### src/rtl/cbs_pkg.sv
// -----------------------------------------------------------------------------
// cbs_pkg
// Shared types and constants for the cell balance selector.
// -----------------------------------------------------------------------------
package cbs_pkg;

   // cells in one run
   localparam int CELLS     = 16;
   localparam int IDX_W     = $clog2(CELLS);
   localparam int CNT_W     = $clog2(CELLS + 1);

   // field widths
   localparam int VOLT_W    = 16;
   localparam int LIMIT_W   = VOLT_W + 1;
   localparam int OUT_IDX_W = 6;
   localparam int OUT_CNT_W = 7;

   localparam logic [IDX_W-1:0]  LAST_IDX  = IDX_W'(CELLS - 1);
   localparam logic [VOLT_W-1:0] VOLT_ONES = '1;

   // run descriptor handed from front to back
   typedef struct packed {
      logic [LIMIT_W-1:0] limit;
      logic               skip_odd;
   } desc_type;

   // voltage store write beat
   typedef struct packed {
      logic              en;
      logic [IDX_W-1:0]  addr;
      logic [VOLT_W-1:0] data;
   } vwr_type;

   // sorted entry: cell index and below-limit flag
   typedef struct packed {
      logic [IDX_W-1:0] idx;
      logic             below;
   } ord_type;

   // back-end sequencer
   typedef enum logic [2:0] {
      ST_IDLE,
      ST_FETCH,
      ST_HOLD,
      ST_CMP,
      ST_WRITE,
      ST_PRIME,
      ST_EMIT
   } back_state_type;

endpackage

### src/rtl/cell_balance_selector_top.sv
// -----------------------------------------------------------------------------
// cell_balance_selector_top
// Cell balance selector: loads one run of cell voltages, ranks them and
// reports per sorted position whether the cell is balanced this run.
// -----------------------------------------------------------------------------
// Loading: one voltage per cycle while busy is low; the last cell queues the run.
// Ranking reads the store once per compare: each cell is fetched, compared with
// every cell and its rank written; result beats then follow one a cycle.
// Loading overlaps emission only. Synchronous active-high reset clears control
// state, threshold to zero and rests odd cells first; results cannot be
// stalled by the receiver.
// -----------------------------------------------------------------------------
module cell_balance_selector_top (
   input  logic                          clock,
   input  logic                          reset,
   input  logic                          start,
   output logic                          busy,
   input  logic [cbs_pkg::VOLT_W-1:0]    req_cell_voltage,
   output logic                          rsp_strobe,
   output logic [cbs_pkg::OUT_IDX_W-1:0] rsp_cell_index,
   output logic                          rsp_skipped,
   output logic [cbs_pkg::OUT_CNT_W-1:0] rsp_unbalanced_count,
   output logic                          rsp_last_of_run,
   input  logic                          csr_valid,
   output logic                          csr_ready,
   input  logic [cbs_pkg::VOLT_W-1:0]    csr_data
);

   logic              q_full;
   logic              q_push;
   logic              q_pop;
   cbs_pkg::desc_type q_desc;
   cbs_pkg::desc_type q_head;
   cbs_pkg::vwr_type  vwr;

   // load side
   cbs_front u_front (
      .clock            (clock),
      .reset            (reset),
      .start            (start),
      .busy             (busy),
      .req_cell_voltage (req_cell_voltage),
      .csr_valid        (csr_valid),
      .csr_ready        (csr_ready),
      .csr_data         (csr_data),
      .q_full           (q_full),
      .q_push           (q_push),
      .q_desc           (q_desc),
      .vwr              (vwr)
   );

   // pending run
   cbs_run_queue u_queue (
      .clock     (clock),
      .reset     (reset),
      .push      (q_push),
      .push_desc (q_desc),
      .pop       (q_pop),
      .full      (q_full),
      .head      (q_head)
   );

   // rank and emit side
   cbs_back u_back (
      .clock                (clock),
      .reset                (reset),
      .vwr                  (vwr),
      .q_full               (q_full),
      .q_head               (q_head),
      .q_pop                (q_pop),
      .rsp_strobe           (rsp_strobe),
      .rsp_cell_index       (rsp_cell_index),
      .rsp_skipped          (rsp_skipped),
      .rsp_unbalanced_count (rsp_unbalanced_count),
      .rsp_last_of_run      (rsp_last_of_run)
   );

endmodule

### src/rtl/cbs_front.sv
// -----------------------------------------------------------------------------
// cbs_front
// Takes cell voltages, writes them to the store, tracks the run minimum and
// hands a run descriptor to the queue after the last cell.
// -----------------------------------------------------------------------------
module cbs_front (
   input  logic                          clock,
   input  logic                          reset,
   input  logic                          start,
   output logic                          busy,
   input  logic [cbs_pkg::VOLT_W-1:0]    req_cell_voltage,
   input  logic                          csr_valid,
   output logic                          csr_ready,
   input  logic [cbs_pkg::VOLT_W-1:0]    csr_data,
   input  logic                          q_full,
   output logic                          q_push,
   output cbs_pkg::desc_type             q_desc,
   output cbs_pkg::vwr_type              vwr
);

   logic [cbs_pkg::IDX_W-1:0]  load_cnt_ff, load_cnt_in;
   logic [cbs_pkg::VOLT_W-1:0] min_ff, min_in;
   logic                       odd_ff, odd_in;
   logic [cbs_pkg::VOLT_W-1:0] thr_ff;
   logic                       accept;
   logic                       last_cell;
   logic [cbs_pkg::VOLT_W-1:0] new_min;

   // a pending run owns the store until the back end has sorted it
   assign busy      = q_full;
   assign csr_ready = 1'b1;
   assign accept    = start & ~q_full;
   assign last_cell = (load_cnt_ff == cbs_pkg::LAST_IDX);
   assign new_min   = (req_cell_voltage < min_ff) ? req_cell_voltage : min_ff;

   // store write beat
   assign vwr.en   = accept;
   assign vwr.addr = load_cnt_ff;
   assign vwr.data = req_cell_voltage;

   // descriptor: limit formed at 17 bits
   assign q_push         = accept & last_cell;
   assign q_desc.limit   = cbs_pkg::LIMIT_W'(new_min) + cbs_pkg::LIMIT_W'(thr_ff);
   assign q_desc.skip_odd = odd_ff;

   // load sequencing
   always_comb begin
      load_cnt_in = load_cnt_ff;
      min_in      = min_ff;
      odd_in      = odd_ff;
      if (accept) begin
         if (last_cell) begin
            load_cnt_in = '0;
            min_in      = cbs_pkg::VOLT_ONES;
            odd_in      = ~odd_ff;
         end else begin
            load_cnt_in = load_cnt_ff + 1'b1;
            min_in      = new_min;
         end
      end
   end

   always_ff @(posedge clock) begin
      if (reset) begin
         load_cnt_ff <= '0;
         min_ff      <= cbs_pkg::VOLT_ONES;
         odd_ff      <= 1'b1;
         thr_ff      <= '0;
      end else begin
         load_cnt_ff <= load_cnt_in;
         min_ff      <= min_in;
         odd_ff      <= odd_in;
         if (csr_valid) begin
            thr_ff <= csr_data;
         end
      end
   end

endmodule

### src/rtl/cbs_run_queue.sv
// -----------------------------------------------------------------------------
// cbs_run_queue
// One-entry queue of run descriptors between front and back.
// -----------------------------------------------------------------------------
module cbs_run_queue (
   input  logic              clock,
   input  logic              reset,
   input  logic              push,
   input  cbs_pkg::desc_type push_desc,
   input  logic              pop,
   output logic              full,
   output cbs_pkg::desc_type head
);

   logic              valid_ff, valid_in;
   cbs_pkg::desc_type data_ff;

   assign full = valid_ff;
   assign head = data_ff;

   // occupancy
   always_comb begin
      valid_in = valid_ff;
      if (pop) begin
         valid_in = 1'b0;
      end
      if (push) begin
         valid_in = 1'b1;
      end
   end

   always_ff @(posedge clock) begin
      if (reset) begin
         valid_ff <= 1'b0;
      end else begin
         valid_ff <= valid_in;
      end
   end

   // payload
   always_ff @(posedge clock) begin
      if (push) begin
         data_ff <= push_desc;
      end
   end

endmodule

### src/rtl/cbs_back.sv
// -----------------------------------------------------------------------------
// cbs_back
// Ranks the stored cells by voltage (stable, highest first), builds the sorted
// order in a small memory, then emits one result beat per cell.
// -----------------------------------------------------------------------------
module cbs_back (
   input  logic                              clock,
   input  logic                              reset,
   input  cbs_pkg::vwr_type                  vwr,
   input  logic                              q_full,
   input  cbs_pkg::desc_type                 q_head,
   output logic                              q_pop,
   output logic                              rsp_strobe,
   output logic [cbs_pkg::OUT_IDX_W-1:0]     rsp_cell_index,
   output logic                              rsp_skipped,
   output logic [cbs_pkg::OUT_CNT_W-1:0]     rsp_unbalanced_count,
   output logic                              rsp_last_of_run
);

   // memories
   logic [cbs_pkg::VOLT_W-1:0] volt_mem [cbs_pkg::CELLS];
   cbs_pkg::ord_type           ord_mem  [cbs_pkg::CELLS];
   logic [cbs_pkg::IDX_W-1:0]  vrd_addr;
   logic [cbs_pkg::VOLT_W-1:0] vrd_ff;
   logic                       ord_we;
   logic [cbs_pkg::IDX_W-1:0]  ord_waddr;
   cbs_pkg::ord_type           ord_wdata;
   logic [cbs_pkg::IDX_W-1:0]  ord_raddr;
   cbs_pkg::ord_type           ord_rd_ff;

   // sequencer
   cbs_pkg::back_state_type     state_ff, state_in;
   logic [cbs_pkg::IDX_W-1:0]   i_ff, i_in;
   logic [cbs_pkg::IDX_W-1:0]   j_ff, j_in;
   logic [cbs_pkg::IDX_W-1:0]   k_ff, k_in;
   logic [cbs_pkg::IDX_W-1:0]   rank_ff, rank_in;
   logic [cbs_pkg::CNT_W-1:0]   cnt_ff, cnt_in;
   logic [cbs_pkg::VOLT_W-1:0]  vi_ff, vi_in;
   logic                        below_ff, below_in;
   logic [cbs_pkg::LIMIT_W-1:0] limit_ff, limit_in;
   logic                        odd_ff, odd_in;
   logic                        ahead;

   // result registers
   logic                          rsp_valid_ff, rsp_valid_in;
   logic [cbs_pkg::OUT_IDX_W-1:0] rsp_idx_ff, rsp_idx_in;
   logic                          rsp_skip_ff, rsp_skip_in;
   logic [cbs_pkg::OUT_CNT_W-1:0] rsp_cnt_ff, rsp_cnt_in;
   logic                          rsp_last_ff, rsp_last_in;

   // voltage store: written by the front, read here
   always_ff @(posedge clock) begin
      if (vwr.en) begin
         volt_mem[vwr.addr] <= vwr.data;
      end
      vrd_ff <= volt_mem[vrd_addr];
   end

   // sorted order store
   always_ff @(posedge clock) begin
      if (ord_we) begin
         ord_mem[ord_waddr] <= ord_wdata;
      end
      ord_rd_ff <= ord_mem[ord_raddr];
   end

   // cell j outranks cell i: higher voltage, or equal and lower index
   assign ahead = (vrd_ff > vi_ff) || ((vrd_ff == vi_ff) && (j_ff < i_ff));

   // next state and outputs
   always_comb begin
      state_in     = state_ff;
      i_in         = i_ff;
      j_in         = j_ff;
      k_in         = k_ff;
      rank_in      = rank_ff;
      cnt_in       = cnt_ff;
      vi_in        = vi_ff;
      below_in     = below_ff;
      limit_in     = limit_ff;
      odd_in       = odd_ff;
      vrd_addr     = i_ff;
      ord_we       = 1'b0;
      ord_waddr    = rank_ff;
      ord_wdata    = '{idx: i_ff, below: below_ff};
      ord_raddr    = k_ff;
      q_pop        = 1'b0;
      rsp_valid_in = 1'b0;
      rsp_idx_in   = rsp_idx_ff;
      rsp_skip_in  = rsp_skip_ff;
      rsp_cnt_in   = rsp_cnt_ff;
      rsp_last_in  = rsp_last_ff;
      unique case (state_ff)
         cbs_pkg::ST_IDLE: begin
            if (q_full) begin
               limit_in = q_head.limit;
               odd_in   = q_head.skip_odd;
               i_in     = '0;
               cnt_in   = '0;
               state_in = cbs_pkg::ST_FETCH;
            end
         end
         cbs_pkg::ST_FETCH: begin
            vrd_addr = i_ff;
            state_in = cbs_pkg::ST_HOLD;
         end
         cbs_pkg::ST_HOLD: begin
            vi_in    = vrd_ff;
            below_in = (cbs_pkg::LIMIT_W'(vrd_ff) < limit_ff);
            vrd_addr = '0;
            j_in     = '0;
            rank_in  = '0;
            state_in = cbs_pkg::ST_CMP;
         end
         cbs_pkg::ST_CMP: begin
            rank_in  = rank_ff + cbs_pkg::IDX_W'(ahead);
            vrd_addr = j_ff + 1'b1;
            if (j_ff == cbs_pkg::LAST_IDX) begin
               state_in = cbs_pkg::ST_WRITE;
            end else begin
               j_in = j_ff + 1'b1;
            end
         end
         cbs_pkg::ST_WRITE: begin
            ord_we = 1'b1;
            cnt_in = below_ff ? cnt_ff : cnt_ff + 1'b1;
            if (i_ff == cbs_pkg::LAST_IDX) begin
               // store no longer needed: release it to the front
               q_pop    = 1'b1;
               state_in = cbs_pkg::ST_PRIME;
            end else begin
               i_in     = i_ff + 1'b1;
               state_in = cbs_pkg::ST_FETCH;
            end
         end
         cbs_pkg::ST_PRIME: begin
            ord_raddr = '0;
            k_in      = '0;
            state_in  = cbs_pkg::ST_EMIT;
         end
         cbs_pkg::ST_EMIT: begin
            rsp_valid_in = 1'b1;
            rsp_idx_in   = cbs_pkg::OUT_IDX_W'(ord_rd_ff.idx);
            rsp_skip_in  = ord_rd_ff.below | (ord_rd_ff.idx[0] == odd_ff);
            rsp_cnt_in   = cbs_pkg::OUT_CNT_W'(cnt_ff);
            rsp_last_in  = (k_ff == cbs_pkg::LAST_IDX);
            ord_raddr    = k_ff + 1'b1;
            if (k_ff == cbs_pkg::LAST_IDX) begin
               state_in = cbs_pkg::ST_IDLE;
            end else begin
               k_in = k_ff + 1'b1;
            end
         end
         default: begin
            state_in = cbs_pkg::ST_IDLE;
         end
      endcase
   end

   // control registers
   always_ff @(posedge clock) begin
      if (reset) begin
         state_ff     <= cbs_pkg::ST_IDLE;
         rsp_valid_ff <= 1'b0;
      end else begin
         state_ff     <= state_in;
         rsp_valid_ff <= rsp_valid_in;
      end
   end

   // working and payload registers
   always_ff @(posedge clock) begin
      i_ff        <= i_in;
      j_ff        <= j_in;
      k_ff        <= k_in;
      rank_ff     <= rank_in;
      cnt_ff      <= cnt_in;
      vi_ff       <= vi_in;
      below_ff    <= below_in;
      limit_ff    <= limit_in;
      odd_ff      <= odd_in;
      rsp_idx_ff  <= rsp_idx_in;
      rsp_skip_ff <= rsp_skip_in;
      rsp_cnt_ff  <= rsp_cnt_in;
      rsp_last_ff <= rsp_last_in;
   end

   assign rsp_strobe           = rsp_valid_ff;
   assign rsp_cell_index       = rsp_idx_ff;
   assign rsp_skipped          = rsp_skip_ff;
   assign rsp_unbalanced_count = rsp_cnt_ff;
   assign rsp_last_of_run      = rsp_last_ff;

endmodule

### config.mk
export PLATFORM = sky130hd
export DESIGN_NAME = cell_balance_selector_top
export DESIGN_NICKNAME = d
export VERILOG_FILES = /design/src/rtl/cbs_pkg.sv /design/src/rtl/cell_balance_selector_top.sv /design/src/rtl/cbs_front.sv /design/src/rtl/cbs_run_queue.sv /design/src/rtl/cbs_back.sv
export SDC_FILE = /design/constraint.sdc
export NUM_CORES = 1
export LEC_CHECK = 0
export BUFFER_PORTS_ARGS = -buffer_cell sky130_fd_sc_hd__buf_4
export CAP_MARGIN = 5
export CORE_MARGIN = 5
export CORE_UTILIZATION = 60
export CTS_BUF_LIST = sky130_fd_sc_hd__clkbuf_8
export CTS_CLUSTER_SIZE = 10
export DETAILED_ROUTE_END_ITERATION = 7
export GPL_ROUTABILITY_DRIVEN = 0
export PLACE_DENSITY = 0.78
export SLEW_MARGIN = 20
export SYNTH_ARGS = -nofsm -noshare
export SYNTH_HDL_FRONTEND = slang
export SYNTH_SLANG_ARGS = --single-unit
### constraint.sdc
create_clock -name clock -period 7.65 [get_ports clock]
set_input_delay 1.1475 -clock clock [delete_from_list [all_inputs] [get_ports clock]]
set_output_delay 1.1475 -clock clock [all_outputs]
set_load 0.01 [all_outputs]
======== Word-level counts from Yosys, hierarchy flattened ========
Memories as Yosys holds them, arrays and structs flattened. A register that Yosys moved wholly into a read port is not among the register bits.
Index checks and enable logic that the tools add are counted.
word-level totals
  flip-flop bits (word level) ............. 127
  bits in latches ......................... 0
  bits in writable memories ............... 336
  bits in read-only memories .............. 0
  bits of input ports ..................... 36
  output and inout bits ................... 18
  memories ................................ 2
memory list
  memory           words  bits a word  read ports  clocked after memory_dff  wr ports  RTL line        text
  u_back.volt_mem  16     16           1           1                         1         cbs_back.sv:21  logic [cbs_pkg::VOLT_W-1:0] volt_mem [cbs_pkg::CELLS];
  u_back.ord_mem   16     5            1           1                         1         cbs_back.sv:22  cbs_pkg::ord_type ord_mem [cbs_pkg::CELLS];
operators by class
  $add $sub $neg .......................... 7
  multipliers ............................. 0
  div/mod/pow operators ................... 0
  $lt $le $gt $ge ......................... 4
  equality and inequality tests ........... 19
  shift operators ......................... 0
  multiplexer cells ....................... 31
  bitwise operators ....................... 5
  reductions and logical operators ........ 14
operator list
  kind                                                              count
  4-bit one-hot mux with 2 select lines                             6
  16-bit 2-to-1 mux                                                 2
  3-bit one-hot mux with 7 select lines                             1
  4-bit 2-to-1 mux                                                  5
  16-bit by 16-bit adder with 17-bit output                         1
  16-bit by 17-bit < comparator with 1-bit output                   1
  4-bit by 1-bit adder with 4-bit output (second input constant)    4
  16-bit == test                                                    1
  4-bit == test (second input constant)                             4
  16-bit greater-than comparator                                    1
  16-bit < comparator                                               1
  3-bit 2-to-1 mux                                                  4
  1-bit 2-to-1 mux                                                  10
  5-bit 2-to-1 mux                                                  2
  2-bit != test (second input constant)                             5
  5-bit one-hot mux with 2 select lines                             1
  3-bit == test (second input constant)                             3
  3-bit AND reduction                                               3
  2-bit AND reduction                                               4
  2-bit nonzero test                                                4
  3-bit by 2-bit == test with 1-bit output (second input constant)  2
  5-bit by 1-bit adder with 5-bit output (second input constant)    1
  4-bit by 1-bit adder with 4-bit output                            1
  4-bit < comparator                                                1
  9 further kinds                                                   12

======== Logic depth before layout (Yosys ltp) ========
Gate-level depths: netlist (run 1).
  depth in word-level cells ............... 5
  mapped depth ............................ 16
  mapped depth without buffers ............ 15

======== Hierarchy ========
Synthesis (run 1) repeated with hierarchy kept, for this count alone.
unflattened totals
  cell total of the unflattened synthesis .. 1,668
  area, all modules ....................... 21,743.4 um^2
by module, submodules not included
  module         times used  cells each  area an instance (um^2)  sequential area each (um^2)
  cbs_back       1           1,317       18,250.0                 12,602.1
  cbs_front      1           329         2,914.0                  740.7
  cbs_run_queue  1           22          579.3                    560.5

======== Worst setup path after synthesis (run 1) ========
No wires, ideal clock.
  path kind ............................... input port to flip-flop
  start ................................... in req_cell_voltage[5] (netlist bit)
  end ..................................... reg u_queue.data_ff (netlist bit u_queue.head[17]), data pin
  library setup time ...................... 0.264 ns
  arrival time ............................ 4.317 ns
  setup slack ............................. 3.068 ns
  cell stages on the path ................. 14
  path buffers ............................ 0
  cell sequence ........................... ha_1 > a211o_1 > a21oi_1 > a2111oi_0 > a211oi_1 > mux2_2 > ha_1 > fa_1 > a21oi_1 > o21ai_0 > a211oi_1 > o21ai_0 > a21oi_1 > a21oi_1
RTL lines
  item                    RTL line                         text
  start: declaration      cell_balance_selector_top.sv:18  input logic [cbs_pkg::VOLT_W-1:0] req_cell_voltage,
  end signal: assignment  cbs_run_queue.sv:43              data_ff <= push_desc;
  end: declaration        cbs_run_queue.sv:16              cbs_pkg::desc_type data_ff;

==> results.json, run 1 <==
{
  "ff2ff_setup_slack_ps": 2890,
  "hold_violations": 0,
  "drive_above_1_share_pct": 11.2,
  "initial_core_util_pct": 61.0,
  "cp-end-kind": "flop",
  "clk_path_buf_depth": 3,
  "cts_root_buf": "clkbuf_8",
  "first_pass_iters": 6,
  "clk_latency_ps": 600,
  "synth-main-ff-cell": "edfxtp_1",
  "regToRegEndpoint": "u_queue.head[17]$_DFFE_PP_",
  "hold_path_class": "flop to flop",
  "stdcell_count": 2209,
  "crit_chain": "buf_4 -> ha_1 -> nand4_1 -> a2111oi_0 -> a211oi_2 -> buf_4 -> mux2_2 -> ha_1 -> fa_1 -> a21oi_1 -> o21ai_0 -> a211oi_1 -> o21ai_0 -> a21oi_1 -> a21oi_1",
  "tightestPinTransition_ps": 1210,
  "grt_pass1_vias": 12800,
  "cp_top_family": "compound AO/OA/AOI/OAI gates",
  "grt_antenna_before_repair": 1,
  "multiInputGateArea_um2": 6110,
  "max_stage_delay_ps": 800,
  "fin_crit_ps": 5150,
  "synthMuxAreaShare_pct": 3.22,
  "grt_pass1_wl_um": 69900,
  "grt_max_degree": 129,
  "fmax_mhz": 194,
  "hold_end": "u_back.rsp_cell_index[3]$_DFFE_PP_",
  "yosysSeqAreaShare_pct": 67.6,
  "nFillCells": 2360,
  "cts_sinks": 484,
  "die_y_um": 195,
  "rsz0062_at_grt": "false",
  "drc": 0,
  "synth_compound_area_share_pct": 7.80,
  "hold_depth": 0,
  "cts_tree": "done",
  "syn_area_um2": 20600,
  "dieArea_um2": 38100,
  "r2r_cells": 15,
  "post_cts_buffers": 0,
  "cts_resized": 0,
  "wire_per_inst_um": 20.5,
  "hp-start": "u_back.ord_rd_ff[4]$_DFF_P_",
  "synth-async-reset-ratio_pct": 0,
  "cts_made_buffers": 75,
  "ys_ff_latch": 484,
  "power.density_nw_per_um2": 270,
  "fin_skew_ps": 25.7,
  "cpMostUsedCell": "a21oi_1",
  "core_um2": 33700,
  "synth-xor-area-share_pct": 1.24,
  "setup_viol": 0,
  "hpwl_um": 27600,
  "seq_power_share_pct": 50.2,
  "path_max_fanout": 31,
  "period_share_pct": 67.3,
  "synth-edff-count": 421,
  "clockPowerShare_pct": 32.4,
  "grt_usage_pct": 23.3,
  "path_clk_slew_ps": 60,
  "p_leak_uw": 0.00872,
  "avgSynthCellArea_um2": 12.6,
  "cp.arrival_ps": 5490,
  "viasPerCell": 5.93,
  "cpMaxStageDelayCell": "a2111oi_0",
  "pwr-share-comb_pct": 17.4,
  "num_io_pins": 54,
  "vdd_drop_max_v": 0.000175,
  "synth-simple-area-share_pct": 12.3,
  "first_iter_violations": 1150,
  "drv_slew": 0,
  "criticalPathCategory": "primary input to flop",
  "vias": 13100,
  "yosys_warnings": 0,
  "overflow": 0,
  "switching_share_pct": 28.2,
  "ys_types": 60,
  "fin_nets": 1816,
  "critPathBufInv": 2,
  "netlist_instances": 1630,
  "ant_nets": 0,
  "worstPathRequired_ps": 7990,
  "power.internal_uw": 4410,
  "io_buffers": 48,
  "max_cap_viol_count": 0,
  "dp.cells": 2074,
  "final_common_cell": "edfxtp_1",
  "drt_wl_total_um": 45300,
  "holdBufCountCts": 0,
  "area_growth_pct": 10.7,
  "synth_fa_ha_area_share_pct": 4.72,
  "setup_tns_ps": 0,
  "std_cell_rows": 67,
  "power_switching_uw": 1730,
  "seqCellArea_um2": 13900,
  "most-common-layout-cells": "421 x edfxtp_1, 318 x nand2_1, 127 x nand3_1",
  "slew_headroom_pct": 19.2,
  "htree_levels": 3,
  "synth_top_family_by_area": "simple AND/OR/NAND/NOR gates",
  "crit-reg2reg-launch": "u_front.min_ff[13]$_SDFFE_PP1P_",
  "outcome": "finished, final reports clean",
  "start_kind": "primary input",
  "dieWidth_um": 195
}
[worst reg2reg max path, cell delays in order, from the launching register on]
cell and delay, ps:
dfxtp_1 310, inv_1 60, ha_1 300, nand4_1 180
a2111oi_0 800, a211oi_2 160, buf_4 260, mux2_2 300
ha_1 210, fa_1 400, a21oi_1 210, o21ai_0 170
a211oi_1 650, o21ai_0 160, a21oi_1 250, a21oi_1 90
[area by class of cell]
type / count / area share [%]
sequential: 484 / 61.1
multi-input combinational: 1006 / 26.8
clock buffer: 84 / 5.08
timing repair buffer: 75 / 2.53
tap: 448 / 2.46
inverter: 61 / 1.01
clock inverter: 49 / 0.995
antenna: 2 / 0.0220
[through the flow]
stage                     hold WS (ps)  setup WS, ps  total power, uW  util (%)  instance area (um^2)
after CTS                          401          2630             6170      67.5                 22800
final                              402          2500             6150      67.5                 22800
after global routing               406          2330             6440      67.5                 22800
after floorplan                    386          3070             3860         -                 20600
after global placement             387          2150             4150      63.4                 21400
after detailed placement           390          1990             4200      63.4                 21400
[cells in the mapped netlist, types with 4 or more instances]
cell type  instances  share of area, %
a21o_1            15              0.55
a32oi_1           16              0.68
a2111oi_0          4              0.17
nor2b_1            8              0.24
dfxtp_1           63               6.1
o211ai_1          34               1.2
a22oi_1           29               1.1
nand4_1            8              0.24
and3_1             7              0.21
edfxtp_1         421                62
nand2b_1          14              0.43
buf_1              4             0.073
xnor2_1           14              0.60
nor3_1            12              0.29
nor2_1            83               1.5
inv_1             59               1.1
ha_1              76               4.6
clkbuf_1          31              0.57
o21a_1             9              0.33
o21ai_0           29              0.71
buf_4             12              0.44
mux2i_1           65               3.2
a211oi_1           4              0.15
nand3_1          127               3.1
xor2_1            15              0.64
nand2_1          318               5.8
buf_2             34              0.83
a21oi_1           73               1.8
[power by group through the flow]
| stage | Clock (uW) | Combinational (uW) | Sequential, uW |
|---|---|---|---|
| 2_1_floorplan | 0 | 769 | 3100 |
| 3_3_place_gp | 0 | 1020 | 3130 |
| 3_5_place_dp | 0 | 1060 | 3140 |
| 4_1_cts | 2020 | 1070 | 3080 |
| 5_1_grt | 2170 | 1180 | 3090 |
| 6_report | 1990 | 1070 | 3080 |
[routing by layer]
| layer | routed length, um | GRT usage [%] | part of all wire, % |
|---|---|---|---|
| met1 | 18500 | 31.8 | 41 |
| met2 | 21800 | 38.0 | 48 |
| met3 | 3650 | 4.41 | 8.0 |
| met4 | 1350 | 8.56 | 3.0 |
| met5 | 0 | 0 | 0 |
[sequential cells by signal, summed over array words and instances, names as in the netlist, 5 cells and up]
signal                       count
u_back.cnt_ff                    5
u_back.limit_ff                 17
u_queue.head                    18
u_front.thr_ff                  16
u_back.vrd_ff                   16
u_back.ord_mem                  80
u_back.rsp_unbalanced_count      5
u_back.vi_ff                    16
u_back.volt_mem                256
u_back.ord_rd_ff                 5
u_front.min_ff                  16
[worst max-delay path by stage]
stage                          from                    endpoint  cells after the start
5_1_grt        req_cell_voltage[15]  u_queue.head[17]$_DFFE_PP_                     15
3_5_place_dp   req_cell_voltage[15]  u_queue.head[17]$_DFFE_PP_                     15
4_1_cts        req_cell_voltage[15]  u_queue.head[17]$_DFFE_PP_                     15
3_3_place_gp   req_cell_voltage[15]  u_queue.head[17]$_DFFE_PP_                     15
6_report       req_cell_voltage[15]  u_queue.head[17]$_DFFE_PP_                     15
2_1_floorplan   req_cell_voltage[5]  u_queue.head[17]$_DFFE_PP_                     14
[cells by family (layout without fill, tap and decap cells)]
kind of cell,count (synthesis),in the layout
xor gates and xnor gates,29,29
other,2,7
adders and majority gates,77,77
DFF,484,484
AOI/OAI and AO/OA,240,240
buffers and inverters,143,269
muxes,66,66
and+or+nand+nor,589,589
Note: power is estimated with default switching activity, not from simulation.
==> run 2: changes to the inputs <==
--- a/config.mk
+++ b/config.mk
@@ -8,12 +8,12 @@
 export BUFFER_PORTS_ARGS = -buffer_cell sky130_fd_sc_hd__buf_4
 export CAP_MARGIN = 5
 export CORE_MARGIN = 5
-export CORE_UTILIZATION = 60
+export CORE_UTILIZATION = 58
 export CTS_BUF_LIST = sky130_fd_sc_hd__clkbuf_8
 export CTS_CLUSTER_SIZE = 10
 export DETAILED_ROUTE_END_ITERATION = 7
 export GPL_ROUTABILITY_DRIVEN = 0
-export PLACE_DENSITY = 0.78
+export PLACE_DENSITY = 0.79
 export SLEW_MARGIN = 20
 export SYNTH_ARGS = -nofsm -noshare
 export SYNTH_HDL_FRONTEND = slang
==> constraint.sdc (replaced) <==
create_clock -name clock -period 4.4 [get_ports clock]
set_input_delay 0.66 -clock clock [delete_from_list [all_inputs] [get_ports clock]]
set_output_delay 0.66 -clock clock [all_outputs]
set_load 0.01 [all_outputs]
==> results.json, run 2 (synthesis gave the netlist of run 1 again) <==
{
  "start_kind": "flop",
  "criticalPathCategory": "flop to flop",
  "grt_usage_pct": 24.2,
  "p_leak_uw": 0.00914,
  "largest_reg_flops": 256,
  "holdWs_ps": 258,
  "stdcell_count": 2290,
  "period_share_pct": 93.3,
  "stdcell_area_um2": 23400,
  "wl_met1_um": 18700,
  "fin_nets": 1878,
  "power.density_nw_per_um2": 474,
  "multiInputGateArea_um2": 6120,
  "top_layer_used": "met4",
  "hold_path_class": "primary input to flop",
  "wire_per_inst_um": 20.6,
  "viasPerCell": 5.90,
  "cp-end-kind": "flop",
  "clk_path_buf_depth": 3,
  "vias": 13500,
  "grt_pass1_vias": 13300,
  "vdd_drop_max_v": 0.000397,
  "dieArea_um2": 39300,
  "finalPower_uw": 11100,
  "wl_met3_um": 4080,
  "tightestPinTransition_ps": 921,
  "most-common-layout-cells": "421 x edfxtp_1, 318 x nand2_1, 129 x buf_4",
  "drive_above_1_share_pct": 14.5,
  "hold_violations": 0,
  "dp.cells": 2146,
  "drt_wl_total_um": 47200,
  "fin_util_pct": 66.4,
  "ant_nets": 0,
  "path_clk_slew_ps": 60,
  "num_io_pins": 54,
  "path_max_fanout": 2,
  "cts_sinks": 484,
  "cp.arrival_ps": 4460,
  "nFillCells": 2420,
  "die_y_um": 198,
  "fmax_mhz": 244,
  "hpwl_um": 30700,
  "slew_headroom_pct": 38.6,
  "core_um2": 35300,
  "largest-register": "u_back.volt_mem",
  "first_iter_violations": 1427,
  "grt_pass1_wl_um": 73400,
  "antenna_cells": 0,
  "overflow": 0,
  "htree_levels": 3,
  "final_common_cell": "edfxtp_1",
  "cts_root_buf": "clkbuf_8",
  "area_growth_pct": 14.0,
  "grt_max_degree": 65,
  "cts_made_buffers": 78,
  "worstPathRequired_ps": 4760,
  "grt_antenna_before_repair": 0,
  "fin_crit_ps": 4110,
  "clk_latency_ps": 650,
  "holdBufCountCts": 0,
  "drv_slew": 0,
  "dr_wl_met2_um": 22700,
  "first_pass_iters": 7,
  "cts_tree": "done",
  "fin_skew_ps": 33.6,
  "outcome": "finished, final reports clean",
  "dieWidth_um": 198,
  "drc": 0,
  "io_buffers": 48,
  "max_cap_viol_count": 0,
  "setup_viol": 0,
  "post_dp_cell_area_um2": 21900,
  "initial_core_util_pct": 58.2,
  "std_cell_rows": 69,
  "seqCellArea_um2": 13900
}
run 2: cell types whose count changed in the layout (fill, tap and decap cells not counted), moves of 2 or more:
cell / delta
buf_4: +55
inv_1: +10
clkinv_1: -8
clkbuf_8: +7
clkinv_2: -5
buf_12: +3
inv_8: +3
clkinvlp_4: +2
diode_2: -2
run 2: critical path: stages (launching register included):
cell and delay, ps:
dfxtp_1 300, inv_1 140, ha_1 250, a2111oi_1 380, buf_4 200, o21ai_0 130, a211oi_2 210, buf_4 170
mux2_2 340, ha_1 210, fa_1 390, a21oi_1 210, o21ai_0 180, a211oi_2 280, o21ai_0 120, a21oi_1 230
xnor2_1 100
run 2: final timing paths:
check                           cells past startpoint                             end  slack [ps]                            from
worst max-delay path                               16      u_queue.head[15]$_DFFE_PP_         290  u_front.min_ff[1]$_SDFFE_PP1P_
worst min-delay path                                3  u_front.thr_ff[1]$_SDFFE_PP0P_         260                     csr_data[1]
worst max register to register                     16      u_queue.head[15]$_DFFE_PP_         290  u_front.min_ff[1]$_SDFFE_PP1P_
worst min register to register                      0    u_back.limit_ff[4]$_DFFE_PP_         420       u_queue.head[5]$_DFFE_PP_
run 2: cell type report:
type,instances,share of cell area [%]
sequential,484,59.3
multi-input combinational,1006,26.1
clock buffer,91,5.34
timing repair buffer,134,4.52
tap,461,2.46
clock inverter,53,1.27
inverter,61,0.977
run 2: repair_timing:
action / CTS / global route
resized for setup: 0 / 4
endpoints found under the setup margin: 0 / 4
setup buffers: 0 / 0
run 2: layer usage:
layer	GRT usage [%]	vias to the layer above
li1	-	6207
met1	32.7	6570
met2	39.0	627
met3	4.66	111
met4	10.1	0
met5	0	-
run 2: where the power goes:
group	switching (uW)	total, uW	internal (uW)
registers	158	5370	5210
clock network	1740	3760	2020
logic	1240	1980	748
total	3140	11100	7980
run 2: through the flow:
step / TNS, ps / setup WS [ps]
after floorplan: 0 / 306
after global placement: -287 / -104
after detailed placement: -822 / -243
after CTS: 0 / 95.7
after global routing: -4.16 / -4.16
final: 0 / 295
